File: config.mk
export PLATFORM = sky130hd
export DESIGN_NAME = neighbor_table_ttl_aging_unit
export DESIGN_NICKNAME = d
export VERILOG_FILES = /design/src/rtl/nta_pkg.sv /design/src/rtl/neighbor_table_ttl_aging_unit.sv
export VERILOG_INCLUDE_DIRS = /design/src /design/src/rtl
export SDC_FILE = /design/constraint.sdc
export NUM_CORES = 2
export LEC_CHECK = 0
export BUFFER_PORTS_ARGS = -buffer_cell sky130_fd_sc_hd__buf_2
export CAP_MARGIN = 15
export CORE_MARGIN = 2
export CORE_UTILIZATION = 65
export DETAILED_ROUTE_END_ITERATION = 7
export PLACE_DENSITY = 0.91
export SYNTH_ARGS = -nofsm -noshare
export SYNTH_HDL_FRONTEND = slang
export SYNTH_SLANG_ARGS = --single-unit
File: constraint.sdc
create_clock -name clk -period 21.6 [get_ports clk]
set_input_delay 2.16 -clock clk [delete_from_list [all_inputs] [get_ports clk]]
set_output_delay 2.16 -clock clk [all_outputs]
set_load 0.02 [all_outputs]
File: src/rtl/neighbor_table_ttl_aging_unit_defines.svh
// ----------------------------------------------------------------------------
// Neighbour table assertion macros
// Shared assertion forms for the neighbour table with time-to-live aging.
// ----------------------------------------------------------------------------
`ifndef NEIGHBOR_TABLE_TTL_AGING_UNIT_DEFINES_SVH
`define NEIGHBOR_TABLE_TTL_AGING_UNIT_DEFINES_SVH

// The consequent must hold in the same cycle as the antecedent.
`define NTA_ASSERT_IMPL(name, clk, rst_n, ante, cons, msg) \
	name: assert property (@(posedge clk) disable iff (!rst_n) (ante) |-> (cons)) \
		else $error(msg);

// The consequent must hold in the cycle after the antecedent.
`define NTA_ASSERT_NEXT(name, clk, rst_n, ante, cons, msg) \
	name: assert property (@(posedge clk) disable iff (!rst_n) (ante) |=> (cons)) \
		else $error(msg);

`endif

File: src/rtl/nta_pkg.sv
// ----------------------------------------------------------------------------
// Neighbour table package
// Transaction types, register indices and controller states of the table.
// ----------------------------------------------------------------------------
package nta_pkg;

	localparam int unsigned ID_W    = 16;
	localparam int unsigned HOPS_W  = 8;
	localparam int unsigned LIFE_W  = 8;
	localparam int unsigned COUNT_W = 5;
	localparam int unsigned CFG_IDX_W  = 4;
	localparam int unsigned CFG_DATA_W = 8;

	localparam logic [ID_W-1:0] NONE_ID = 16'hFFFF;

	localparam logic [CFG_IDX_W-1:0] CFG_MIS_RADIUS = 4'd0;
	localparam logic [CFG_IDX_W-1:0] CFG_MAX_TTL    = 4'd1;

	localparam logic [HOPS_W-1:0] MIS_RADIUS_RST = 8'd1;
	localparam logic [LIFE_W-1:0] MAX_TTL_RST    = 8'd3;

	typedef enum logic [1:0] {
		ACT_UPDATE,
		ACT_DELETE,
		ACT_AGE,
		ACT_LOOKUP
	} action_t;

	typedef struct packed {
		action_t           action;
		logic [ID_W-1:0]   node_id;
		logic [ID_W-1:0]   next_hop;
		logic [HOPS_W-1:0] hop_count;
	} req_t;

	typedef struct packed {
		logic               found;
		logic [ID_W-1:0]    gateway;
		logic [ID_W-1:0]    first_gateway;
		logic [ID_W-1:0]    lowest_id;
		logic [COUNT_W-1:0] entry_count;
		logic               insert_dropped;
	} rsp_t;

	typedef enum logic [3:0] {
		ST_IDLE,
		ST_SCAN,
		ST_SCAN_END,
		ST_FINAL,
		ST_EMIT,
		ST_SWEEP,
		ST_RENUM,
		ST_RENUM_END,
		ST_RENUM_DRAIN
	} state_t;

endpackage

File: src/rtl/neighbor_table_ttl_aging_unit.sv
// ----------------------------------------------------------------------------
// Neighbour table with time-to-live aging
// Fixed-size neighbour table for one routing level, held in a single entry
// memory that is swept once per request, and again when entries were removed.
// ----------------------------------------------------------------------------
// Usage. A request transaction on req (valid/stall) carries an update, delete,
// age tick or lookup. Each request yields exactly one response transaction on
// rsp (valid/stall). Configuration writes use cfg (valid/ready) with a
// register index and eight data bits; they are taken while the table is idle.
// A request takes one read/modify/write sweep of the entry memory, one entry a
// cycle, before its response is loaded into the output register.
// When the request removed entries (a delete hit or an age tick expiry), the
// insertion ranks are then compacted: one pass over the ranks and a second
// sweep of the entry memory. A new request is taken only once the table is
// idle again, after the response and any compaction.
// The response sits in an output register, so a new request is taken while it
// waits; a stalled receiver only holds up the block when the next response is
// ready. Reset empties the table at once and loads the default registers.
// ----------------------------------------------------------------------------
`include "neighbor_table_ttl_aging_unit_defines.svh"

module neighbor_table_ttl_aging_unit #(
	parameter int unsigned TABLE_DEPTH = 16
) (
	input  logic                           clk,
	input  logic                           arst_n,
	input  logic                           req_valid,
	output logic                           req_stall,
	input  nta_pkg::req_t                  req,
	output logic                           rsp_valid,
	input  logic                           rsp_stall,
	output nta_pkg::rsp_t                  rsp,
	input  logic                           cfg_valid,
	output logic                           cfg_ready,
	input  logic [nta_pkg::CFG_IDX_W-1:0]  cfg_index,
	input  logic [nta_pkg::CFG_DATA_W-1:0] cfg_data
);
	import nta_pkg::*;

	localparam int unsigned AW = (TABLE_DEPTH > 1) ? $clog2(TABLE_DEPTH) : 1;
	localparam int unsigned CW = $clog2(TABLE_DEPTH + 1);
	localparam int unsigned EW = (CW > COUNT_W) ? CW : COUNT_W;
	localparam logic [AW-1:0] LAST_IDX   = AW'(TABLE_DEPTH - 1);
	localparam logic [CW-1:0] FULL_COUNT = CW'(TABLE_DEPTH);

	typedef struct packed {
		logic [ID_W-1:0]   node;
		logic [ID_W-1:0]   gateway;
		logic [HOPS_W-1:0] hops;
		logic [LIFE_W-1:0] life;
		logic [AW-1:0]     rank;
	} ent_t;

	state_t state_q, state_d;

	logic accept, rd_en, scan_issue, ren_issue, idx_inc, sweep_en, fin_en, emit_load;
	logic [AW-1:0] idx_q;
	logic idx_last;

	req_t op_q;
	logic [HOPS_W-1:0] mis_radius_q;
	logic [LIFE_W-1:0] max_ttl_q;

	logic [TABLE_DEPTH-1:0] valid_q;
	logic [TABLE_DEPTH-1:0] gone_q;
	logic any_removed_q;
	logic [CW-1:0] count_q;
	logic [CW-1:0] run_q;

	logic found_q;
	logic [ID_W-1:0] gw_q;
	logic first_vld_q;
	logic [AW-1:0] first_rank_q;
	logic [ID_W-1:0] first_id_q;
	logic [ID_W-1:0] low_q;
	logic free_vld_q;
	logic [AW-1:0] free_q;

	rsp_t res_q, res_d;
	rsp_t rsp_q;
	logic rsp_valid_q;

	ent_t ent_mem [TABLE_DEPTH];
	ent_t rd_data_s1;
	logic scan_s1, ren_s1, ren_s2;
	logic [AW-1:0] addr_s1, addr_s2;
	ent_t ent_s2;
	logic [AW-1:0] shift_mem [TABLE_DEPTH];
	logic [AW-1:0] shift_s2;

	logic wr_en;
	logic [AW-1:0] wr_addr;
	ent_t wr_data;

	logic s1_v, s1_hit, s1_keep;
	ent_t s1_new;

	logic ins_we, drop;
	ent_t ins_ent;
	logic [CW-1:0] cnt_after;
	logic [EW-1:0] cnt_ext;

	assign idx_last  = (idx_q == LAST_IDX);
	assign req_stall = (state_q != ST_IDLE);
	assign cfg_ready = (state_q == ST_IDLE);
	assign rsp_valid = rsp_valid_q;
	assign rsp       = rsp_q;

	always_ff @(posedge clk or negedge arst_n) begin
		if (!arst_n) begin
			state_q <= ST_IDLE;
		end else begin
			state_q <= state_d;
		end
	end

	always_comb begin
		state_d    = state_q;
		accept     = 1'b0;
		rd_en      = 1'b0;
		scan_issue = 1'b0;
		ren_issue  = 1'b0;
		idx_inc    = 1'b0;
		sweep_en   = 1'b0;
		fin_en     = 1'b0;
		emit_load  = 1'b0;
		case (state_q)
			ST_IDLE: begin
				if (req_valid) begin
					accept  = 1'b1;
					state_d = ST_SCAN;
				end
			end
			ST_SCAN: begin
				rd_en      = 1'b1;
				scan_issue = 1'b1;
				idx_inc    = 1'b1;
				if (idx_last) begin
					state_d = ST_SCAN_END;
				end
			end
			ST_SCAN_END: begin
				state_d = ST_FINAL;
			end
			ST_FINAL: begin
				fin_en  = 1'b1;
				state_d = ST_EMIT;
			end
			ST_EMIT: begin
				if (!rsp_valid_q || !rsp_stall) begin
					emit_load = 1'b1;
					state_d   = any_removed_q ? ST_SWEEP : ST_IDLE;
				end
			end
			ST_SWEEP: begin
				sweep_en = 1'b1;
				idx_inc  = 1'b1;
				if (idx_last) begin
					state_d = ST_RENUM;
				end
			end
			ST_RENUM: begin
				rd_en     = 1'b1;
				ren_issue = 1'b1;
				idx_inc   = 1'b1;
				if (idx_last) begin
					state_d = ST_RENUM_END;
				end
			end
			ST_RENUM_END: begin
				state_d = ST_RENUM_DRAIN;
			end
			ST_RENUM_DRAIN: begin
				state_d = ST_IDLE;
			end
			default: begin
				state_d = ST_IDLE;
			end
		endcase
	end

	// Read, modify and write back of one entry during the request sweep.
	always_comb begin
		s1_v    = valid_q[addr_s1];
		s1_hit  = s1_v && (rd_data_s1.node == op_q.node_id);
		s1_keep = s1_v;
		s1_new  = rd_data_s1;
		case (op_q.action)
			ACT_UPDATE: begin
				if (s1_hit && (rd_data_s1.hops >= op_q.hop_count)) begin
					s1_new.gateway = op_q.next_hop;
					s1_new.hops    = op_q.hop_count;
					s1_new.life    = max_ttl_q;
				end
			end
			ACT_DELETE: begin
				if (s1_hit) begin
					s1_keep = 1'b0;
				end
			end
			ACT_AGE: begin
				if (rd_data_s1.life == '0) begin
					s1_keep = 1'b0;
				end else begin
					s1_new.life = rd_data_s1.life - 8'd1;
				end
			end
			ACT_LOOKUP: begin
				s1_new = rd_data_s1;
			end
			default: begin
				s1_new = rd_data_s1;
			end
		endcase
	end

	always_comb begin
		ins_ent.node    = op_q.node_id;
		ins_ent.gateway = op_q.next_hop;
		ins_ent.hops    = op_q.hop_count;
		ins_ent.life    = max_ttl_q;
		ins_ent.rank    = AW'(count_q);
		ins_we = fin_en && (op_q.action == ACT_UPDATE) && !found_q && free_vld_q;
		drop   = (op_q.action == ACT_UPDATE) && !found_q && !free_vld_q;
	end

	always_comb begin
		wr_en   = 1'b0;
		wr_addr = addr_s1;
		wr_data = s1_new;
		if (scan_s1) begin
			wr_en = s1_keep;
		end else if (ren_s2) begin
			wr_en        = valid_q[addr_s2];
			wr_addr      = addr_s2;
			wr_data      = ent_s2;
			wr_data.rank = ent_s2.rank - shift_s2;
		end else if (ins_we) begin
			wr_en   = 1'b1;
			wr_addr = free_q;
			wr_data = ins_ent;
		end
	end

	always_ff @(posedge clk) begin
		if (wr_en) begin
			ent_mem[wr_addr] <= wr_data;
		end
		if (rd_en) begin
			rd_data_s1 <= ent_mem[idx_q];
		end
	end

	always_ff @(posedge clk) begin
		if (sweep_en) begin
			shift_mem[idx_q] <= AW'(run_q);
		end
		if (ren_s1) begin
			shift_s2 <= shift_mem[rd_data_s1.rank];
			ent_s2   <= rd_data_s1;
			addr_s2  <= addr_s1;
		end
		if (scan_issue || ren_issue) begin
			addr_s1 <= idx_q;
		end
		if (accept) begin
			op_q <= req;
		end
	end

	always_ff @(posedge clk or negedge arst_n) begin
		if (!arst_n) begin
			idx_q   <= '0;
			scan_s1 <= 1'b0;
			ren_s1  <= 1'b0;
			ren_s2  <= 1'b0;
		end else begin
			if (idx_inc) begin
				idx_q <= idx_last ? '0 : idx_q + 1'b1;
			end
			scan_s1 <= scan_issue;
			ren_s1  <= ren_issue;
			ren_s2  <= ren_s1;
		end
	end

	always_ff @(posedge clk or negedge arst_n) begin
		if (!arst_n) begin
			mis_radius_q <= MIS_RADIUS_RST;
			max_ttl_q    <= MAX_TTL_RST;
		end else if (cfg_valid && cfg_ready) begin
			if (cfg_index == CFG_MIS_RADIUS) begin
				mis_radius_q <= cfg_data;
			end else if (cfg_index == CFG_MAX_TTL) begin
				max_ttl_q <= cfg_data;
			end
		end
	end

	always_ff @(posedge clk or negedge arst_n) begin
		if (!arst_n) begin
			valid_q       <= '0;
			gone_q        <= '0;
			any_removed_q <= 1'b0;
			count_q       <= '0;
			run_q         <= '0;
			found_q       <= 1'b0;
			first_vld_q   <= 1'b0;
			free_vld_q    <= 1'b0;
		end else begin
			if (accept) begin
				gone_q        <= '0;
				any_removed_q <= 1'b0;
				run_q         <= '0;
				found_q       <= 1'b0;
				first_vld_q   <= 1'b0;
				free_vld_q    <= 1'b0;
			end
			if (scan_s1) begin
				if (s1_v && !s1_keep) begin
					valid_q[addr_s1]         <= 1'b0;
					gone_q[rd_data_s1.rank]  <= 1'b1;
					any_removed_q            <= 1'b1;
					count_q                  <= count_q - 1'b1;
				end else if (s1_keep) begin
					if (s1_hit) begin
						found_q <= 1'b1;
					end
					if (!first_vld_q || (rd_data_s1.rank < first_rank_q)) begin
						first_vld_q <= 1'b1;
					end
				end else if (!free_vld_q) begin
					free_vld_q <= 1'b1;
				end
			end
			if (ins_we) begin
				valid_q[free_q] <= 1'b1;
				count_q         <= count_q + 1'b1;
			end
			if (sweep_en) begin
				run_q <= run_q + CW'(gone_q[idx_q]);
			end
		end
	end

	always_ff @(posedge clk) begin
		if (accept) begin
			low_q <= NONE_ID;
		end
		if (scan_s1) begin
			if (s1_keep) begin
				if (s1_hit) begin
					gw_q <= s1_new.gateway;
				end
				if (!first_vld_q || (rd_data_s1.rank < first_rank_q)) begin
					first_rank_q <= rd_data_s1.rank;
					first_id_q   <= rd_data_s1.node;
				end
				if ((s1_new.node < low_q) && (s1_new.hops <= mis_radius_q)) begin
					low_q <= s1_new.node;
				end
			end else if (!s1_v && !free_vld_q) begin
				free_q <= addr_s1;
			end
		end
		if (fin_en) begin
			res_q <= res_d;
		end
	end

	always_comb begin
		cnt_after = ins_we ? count_q + 1'b1 : count_q;
		cnt_ext   = EW'(cnt_after);
		res_d.found          = found_q || ins_we;
		res_d.gateway        = found_q ? gw_q : (ins_we ? op_q.next_hop : NONE_ID);
		res_d.first_gateway  = first_vld_q ? first_id_q : (ins_we ? op_q.node_id : NONE_ID);
		res_d.lowest_id      = low_q;
		if (ins_we && (op_q.hop_count <= mis_radius_q) && (op_q.node_id < low_q)) begin
			res_d.lowest_id = op_q.node_id;
		end
		res_d.entry_count    = cnt_ext[COUNT_W-1:0];
		res_d.insert_dropped = drop;
	end

	always_ff @(posedge clk or negedge arst_n) begin
		if (!arst_n) begin
			rsp_valid_q <= 1'b0;
		end else if (emit_load) begin
			rsp_valid_q <= 1'b1;
		end else if (!rsp_stall) begin
			rsp_valid_q <= 1'b0;
		end
	end

	always_ff @(posedge clk) begin
		if (emit_load) begin
			rsp_q <= res_q;
		end
	end

	`NTA_ASSERT_IMPL(a_count_bound, clk, arst_n, 1'b1, count_q <= FULL_COUNT, "count overflow")
	`NTA_ASSERT_IMPL(a_drop_full, clk, arst_n, (state_q == ST_EMIT) && res_q.insert_dropped, count_q == FULL_COUNT, "drop with free slot")
	`NTA_ASSERT_IMPL(a_found_nonempty, clk, arst_n, (state_q == ST_EMIT) && res_q.found, count_q != '0, "found in empty table")
	`NTA_ASSERT_IMPL(a_stage_excl, clk, arst_n, scan_s1, !ren_s1 && !ren_s2, "sweep stages overlap")
	`NTA_ASSERT_NEXT(a_no_renum, clk, arst_n, emit_load && !any_removed_q, state_q == ST_IDLE, "needless compaction")

endmodule
Yosys cells after proc, flatten, opt, wreduce, memory -nomap -nowiden

Memory sizes are Yosys's and may differ from the RTL's. A register that Yosys moved wholly into a read port is not among the register bits.
Index checks and enable logic that the tools add are counted.

Bits of input ports: 59
Word-level logic and storage cells: 225
RAM bits: 896
Memory bits (read-only): 0
Register bits: 342
Output and inout bits: 58
Bits in latches: 0
Memories kept: 2

Memories:

| name      | words | bits a word | read ports | clocked after memory_dff | wr ports | RTL line                            | RTL |
|---|---|---|---|---|---|---|---|
| ent_mem   | 16    | 52          | 1          | 1                        | 1        | neighbor_table_ttl_aging_unit.sv:83 | `ent_t ent_mem [TABLE_DEPTH];` |
| shift_mem | 16    | 4           | 1          | 1                        | 1        | neighbor_table_ttl_aging_unit.sv:88 | `logic [AW-1:0] shift_mem [TABLE_DEPTH];` |

Add/sub/neg operators: 6
Bitwise gates (word level): 6
Multipliers: 0
Equal/unequal tests: 18
Div/mod/pow operators: 0
Shifts and indexed selects: 0
Mux-type cells: 91
Reductions and logical operators: 44
$lt $le $gt $ge: 14

Operators by type and width:

| kind                 | count |
|---|---|
| $mux W16             | 15 |
| $mux W52             | 3 |
| $mux W1              | 45 |
| $mux W4              | 9 |
| $lt A16 B16 Y1       | 2 |
| $mux W32             | 1 |
| $or A16 B16 Y16      | 2 |
| $pmux W4 S8          | 1 |
| $mux W5              | 6 |
| $lt A4 B5 Y1 const B | 5 |
| $mux W24             | 1 |
| $and A16 B16 Y16     | 1 |
| $eq A16 B16 Y1       | 1 |
| $eq A4 B3 Y1 const B | 4 |
| $le A8 B8 Y1         | 2 |
| $logic_and A1 B1 Y1  | 16 |
| $not A16 Y16         | 1 |
| $pmux W8 S2          | 1 |
| $bmux W1 S4          | 3 |
| $demux W1 S4         | 3 |
| $ge A4 B1 Y1 const B | 3 |
| $reduce_and A3 Y1    | 4 |
| $ne A2 B2 Y1 const B | 5 |
| $eq A4 B1 Y1 const B | 2 |
| other kinds (28)     | 43 |

Logic depth before layout (Yosys ltp)

Depth in word-level cells: 11
Mapped depth: 20

Worst setup path after synthesis

No wires, ideal clock.

Kind: register -> register
Start: register state_q[2]
End: memory ent_mem[10][0] (netlist bit), enable pin
Path buffers: 3
Setup slack: 13131 ps
Arrival time: 7878 ps
Cell stages (with the launch flop): 10
Period minus slack after synthesis: 8469 ps
Cell sequence: dfrtp_1 -> clkbuf_1 -> and4bb_2 -> nand3_1 -> a21oi_2 -> o21ai_0 -> and2_1 -> buf_2 -> buf_2 -> nor4_1

Word-level cells in the longest chain between the ends: 10
Elaborated cells between the ends (all ways): 13

RTL lines:

| item                                  | RTL line                             | RTL |
|---|---|---|
| start, declared                       | neighbor_table_ttl_aging_unit.sv:54  | `state_t state_q, state_d;` |
| start signal, assigned                | neighbor_table_ttl_aging_unit.sv:113 | `state_q <= state_d;` |
| $eq A4 B2 Y1 (*)                      | neighbor_table_ttl_aging_unit.sv:127 | `case (state_q)` |
| $mux W1 (*)                           | neighbor_table_ttl_aging_unit.sv:127 |  |
| $logic_and A1 B1 Y1 (*) (3 in series) | neighbor_table_ttl_aging_unit.sv:223 | `ins_we = fin_en && (op_q.action == ACT_UPDATE) && !found_q && free_vld_q;` |
| $mux W1                               | neighbor_table_ttl_aging_unit.sv:238 | `end else if (ins_we) begin` |
| $mux W1                               | neighbor_table_ttl_aging_unit.sv:233 | `end else if (ren_s2) begin` |
| $mux W1                               | neighbor_table_ttl_aging_unit.sv:231 | `if (scan_s1) begin` |
| $mux W1                               | neighbor_table_ttl_aging_unit.sv:246 | `if (wr_en) begin` |
| $mux W1 (not written as such)         | neighbor_table_ttl_aging_unit.sv:247 | `ent_mem[wr_addr] <= wr_data;` |
| end, declared                         | neighbor_table_ttl_aging_unit.sv:83  |  |

Mark *: on every way between the ends. The rest lies on a longest branch, timed or not.

Worst setup path after layout

Start: register state_q[3]
End: memory ent_mem[7][40] (netlist bit), enable pin

Same word-level chain as after synthesis.

==> metrics.md <==
| Metric | Value |
|---|---|
| Status | finished, final reports clean |
| Largest net degree at the start of global routing | 74 |
| Total leakage power | slightly below 0.02 uW |
| Crit-path cells | and4bb_4, nand3_2, buf_4, inv_2, nand3_1, a21oi_1, a21o_1, o221ai_1, nor4_2, buf_4 |
| Sw power | between 2000 and 3000 uW |
| DP Worst Slack | 15.76 ns |
| Worst setup EP type | flip-flop |
| Critical path launch point type | flip-flop |
| # rows | between 100 and 150 |
| WL per Instance | 34.0 um |
| Fin area | just under 60000 sq um |
| Drt via density | 7.24 |
| Synth Flop Type | edfxtp_1 |
| CTS Root Cell | clkbuf_16 |
| Period utilization | 28.6% |
| Crit path DAT | around 6.5 ns |
| Hold path depth | 0 |
| Area after DPL | ~54000 sq um |
| Sink Count | approximately 1300 |
| Clk pwr share | a little over a quarter |
| Async set-reset flop share out of synthesis | 5.65% |
| DPL Wire Length | about 71 mm |
| CTS tree | yes |
| Post-route ant nets | 0 |
| Max-slew violation count | 0 |
| Top-level I/O count | roughly 120 |
| Share of post-route cells with drive strength above 1 | between 20 and 30% |
| Syn_nets | 2767 |
| CORE AREA | 78900 sq um |
| Synth warn | 0 |
| Worst-path fanout max | 56 |
| Mapped cell area | between 50000 and 60000 sq um |
| Worst Tran Pin Value | 1.21 ns |
| Max Freq | 162 MHz |
| Sequential power share | ~46% |
| Die extent in x | 286 um |
| Die ar. | about 82000 sq um |
| Hold Crit Endpoint | rsp[6] |
| Crit Path Class | reg2reg |
| Area grow syn2layout | 11.7% |
| 1st-pass router iterations | 8 |
| I/O Buffers | 116 |
| Critical path's slowest cell | and4bb_4 |
| First-pass GRT wire length | a little under 200 mm |
| Combinational share of power | between 20% and 30% |
| Clock Skew | a little under 0.04 ns |
| Largest cells by area after synthesis | edfxtp_1 (70%), mux4_2 (13%), dfrtp_1 (3.4%) |
| Simple-Gate Fraction of Synth Area | ~3.4% |
| CTS Hold Bufs | 0 |
| Top cell type's share of synthesized area | a little over two thirds |
| Switching share of power | between 30% and 40% |
| RSZ-0062 raised after global routing | no |
| HP Start | res_q[6] |
| Number of H-tree levels | 3 |
| Total grt overflow | 0 |
| Critical Path RT | between 20 and 25 ns |
| Crit path largest cell delay | ~1.1 ns |
| Starting density of the core | 65.5% |
| Drt drc | 0 |
| Syn Area/Cell | 19.6 sq um |
| Sequential element share of the synthesized area | 74.2% |
| Max VDD drop | 0.0849 mV |
| Fin crit period | 6.19 ns |
| R2r startpoint | state_q[3] |
| Final Hold Fails | 0 |
| Final GP Congestion | approximately 0.90 |
| Setup violators final | 0 |
| Worst reg2reg path endpoint | ent_mem[7][40] |
| Core Util, Final | roughly 73% |
| Crit path top cell by count | buf_4 |
| Worst R2R Setup Slack | approximately 15 ns |
| Die Y | between 200 and 300 um |
| Post-Route Setup TNS | 0 ns |
| Initial antenna violation count | 1 |
| Xor/xnor share of the synthesized area | less than 1% |
| Count of flip-flops with a built-in enable after synthesis | 1204 |
| Pwr dens | roughly 140 nW/um^2 |
| Nets | 2963 |
| Post-route setup slack | between 15 and 20 ns |
| Post-CTS resize count | 0 |
| Largest family of logic cells by synthesized area | multiplexers |
| Post-Synth Adder-Cell Area | between 1.5 and 2% |
| Antenna diodes | 0 |
| Total track usage | between 30% and 40% |
| Max clock buf depth | 3 |
| Unique masters post-synth | 83 |
| Area leader, netlist | edfxtp_1 |
| Most common cell after layout, fill and taps aside | edfxtp_1 |
| Int Pwr | ~5400 uW |
| MaxCap Viol Count | 0 |
| Latest clock arrival within the worst-skew pair | between 0.7 and 0.8 ns |
| Post-CTS Setup Bufs | 0 |
| Slew Limit Headroom | 19.0% |
| Via count | approximately 29000 |
| Reg2Reg Depth | 10 |
| Min-Delay Path Class | reg2reg |
| Compound-Gate Fraction of Synth Area | around 3.7% |
| Num CTS Buffers | around 120 |
| DR iter-0 viols | 4912 |
| Vias in the first global route | approximately 29000 |
| Most frequent cells in the layout | edfxtp_1 (1204), mux4_2 (291), nand2_1 (124) |
| Mux share of post-synthesis cell area | roughly 15% |
| Clk slew on worst S/H paths | 0.07 ns |
| Mapped Cells | ~2600 |
| WL final | around 140 mm |
| Yosys reg bits | 1293 |
-- critical path, delay by kind of cell (launching register included) --
| kind | cells | cell delay (ns) |
|---|---|---|
| simple gates | 4 | 2.49 |
| compound gates | 3 | 0.90 |
| flops | 1 | 0.46 |
| buf+inv | 3 | 1.75 |
-- power by group through the flow --
stage          registers, uW  logic (uW)  clock network [uW]
2_1_floorplan           3630        1420                   0
3_3_place_gp            3680        1960                   0
3_5_place_dp            3700        2090                   0
4_1_cts                 3660        2160                2110
5_1_grt                 3690        2320                2190
6_report                3670        2220                2100
-- state kept, by name, summed over array words and instances, names as in the netlist, 5 cells and up --
name / flops
max_ttl_q: 8
mis_radius_q: 8
res_q: 55
count_q: 5
ent_s2: 52
gone_q: 16
rd_data_s1: 52
ins_ent: 40
low_q: 16
rsp: 55
gw_q: 16
valid_q: 16
shift_mem: 64
ent_mem: 832
first_id_q: 16
-- routing by layer --
layer	global-route usage (%)	up-vias	share of wire [%]
met5	0	-	0.0044
met4	17.2	2	6.0
met3	6.00	570	12
met2	54.7	2664	49
met1	43.4	14400	33
li1	-	11100	-
-- per-stage QoR --
step	hold WS [ns]	total power (uW)	std cells
2_1_floorplan	0.400	5050	2633
3_3_place_gp	0.401	5630	3748
3_5_place_dp	0.406	5790	3752
4_1_cts	0.419	7930	3970
5_1_grt	0.422	8200	3976
6_report	0.411	7990	3976
-- synth_stat cells, types with 23 or more instances --
library cell  instances
inv_1                89
nand3_1              29
xnor2_1              24
a21oi_1              67
ha_1                 74
nor3_1               29
clkbuf_1             82
dfrtp_1              70
mux4_2              291
edfxtp_1           1204
mux2_2               55
a22oi_1              23
o21ai_0              76
nor2_1               49
nand2_1             124
buf_1                29
-- area by class of cell --
type                    count  area (sq um)
clock inverters            74           726
fillers                  4061         21200
inverters                  91           344
flip-flops and latches   1293         38300
multi-input cells        1114         12600
clock buffers             144          3120
well taps                1050          1310
repair buffers            210          1300
-- worst max-delay path by stage --
stage | depth (start not counted) | endpoint | start
detailed placement | 10 | ent_mem[7][36] | state_q[3]
global placement | 10 | ent_mem[7][27] | state_q[3]
CTS | 10 | ent_mem[7][25] | state_q[3]
floorplan | 9 | ent_mem[10][0] | state_q[2]
finish | 10 | ent_mem[7][40] | state_q[3]
global route | 10 | ent_mem[7][25] | state_q[3]
-- logic make-up (layout without fill, tap and decap cells) --
logic type               count (synthesis)  in the layout
buffers and inverters                  226            519
multiplexers                           371            371
XOR/XNOR                                29             29
flip-flops                            1293           1293
adder cells (fa/ha/maj)                 75             75
AND/OR/NAND/NOR                        353            353
AO/OA/AOI/OAI                          286            286
Note: power is estimated with default switching activity, not from simulation.
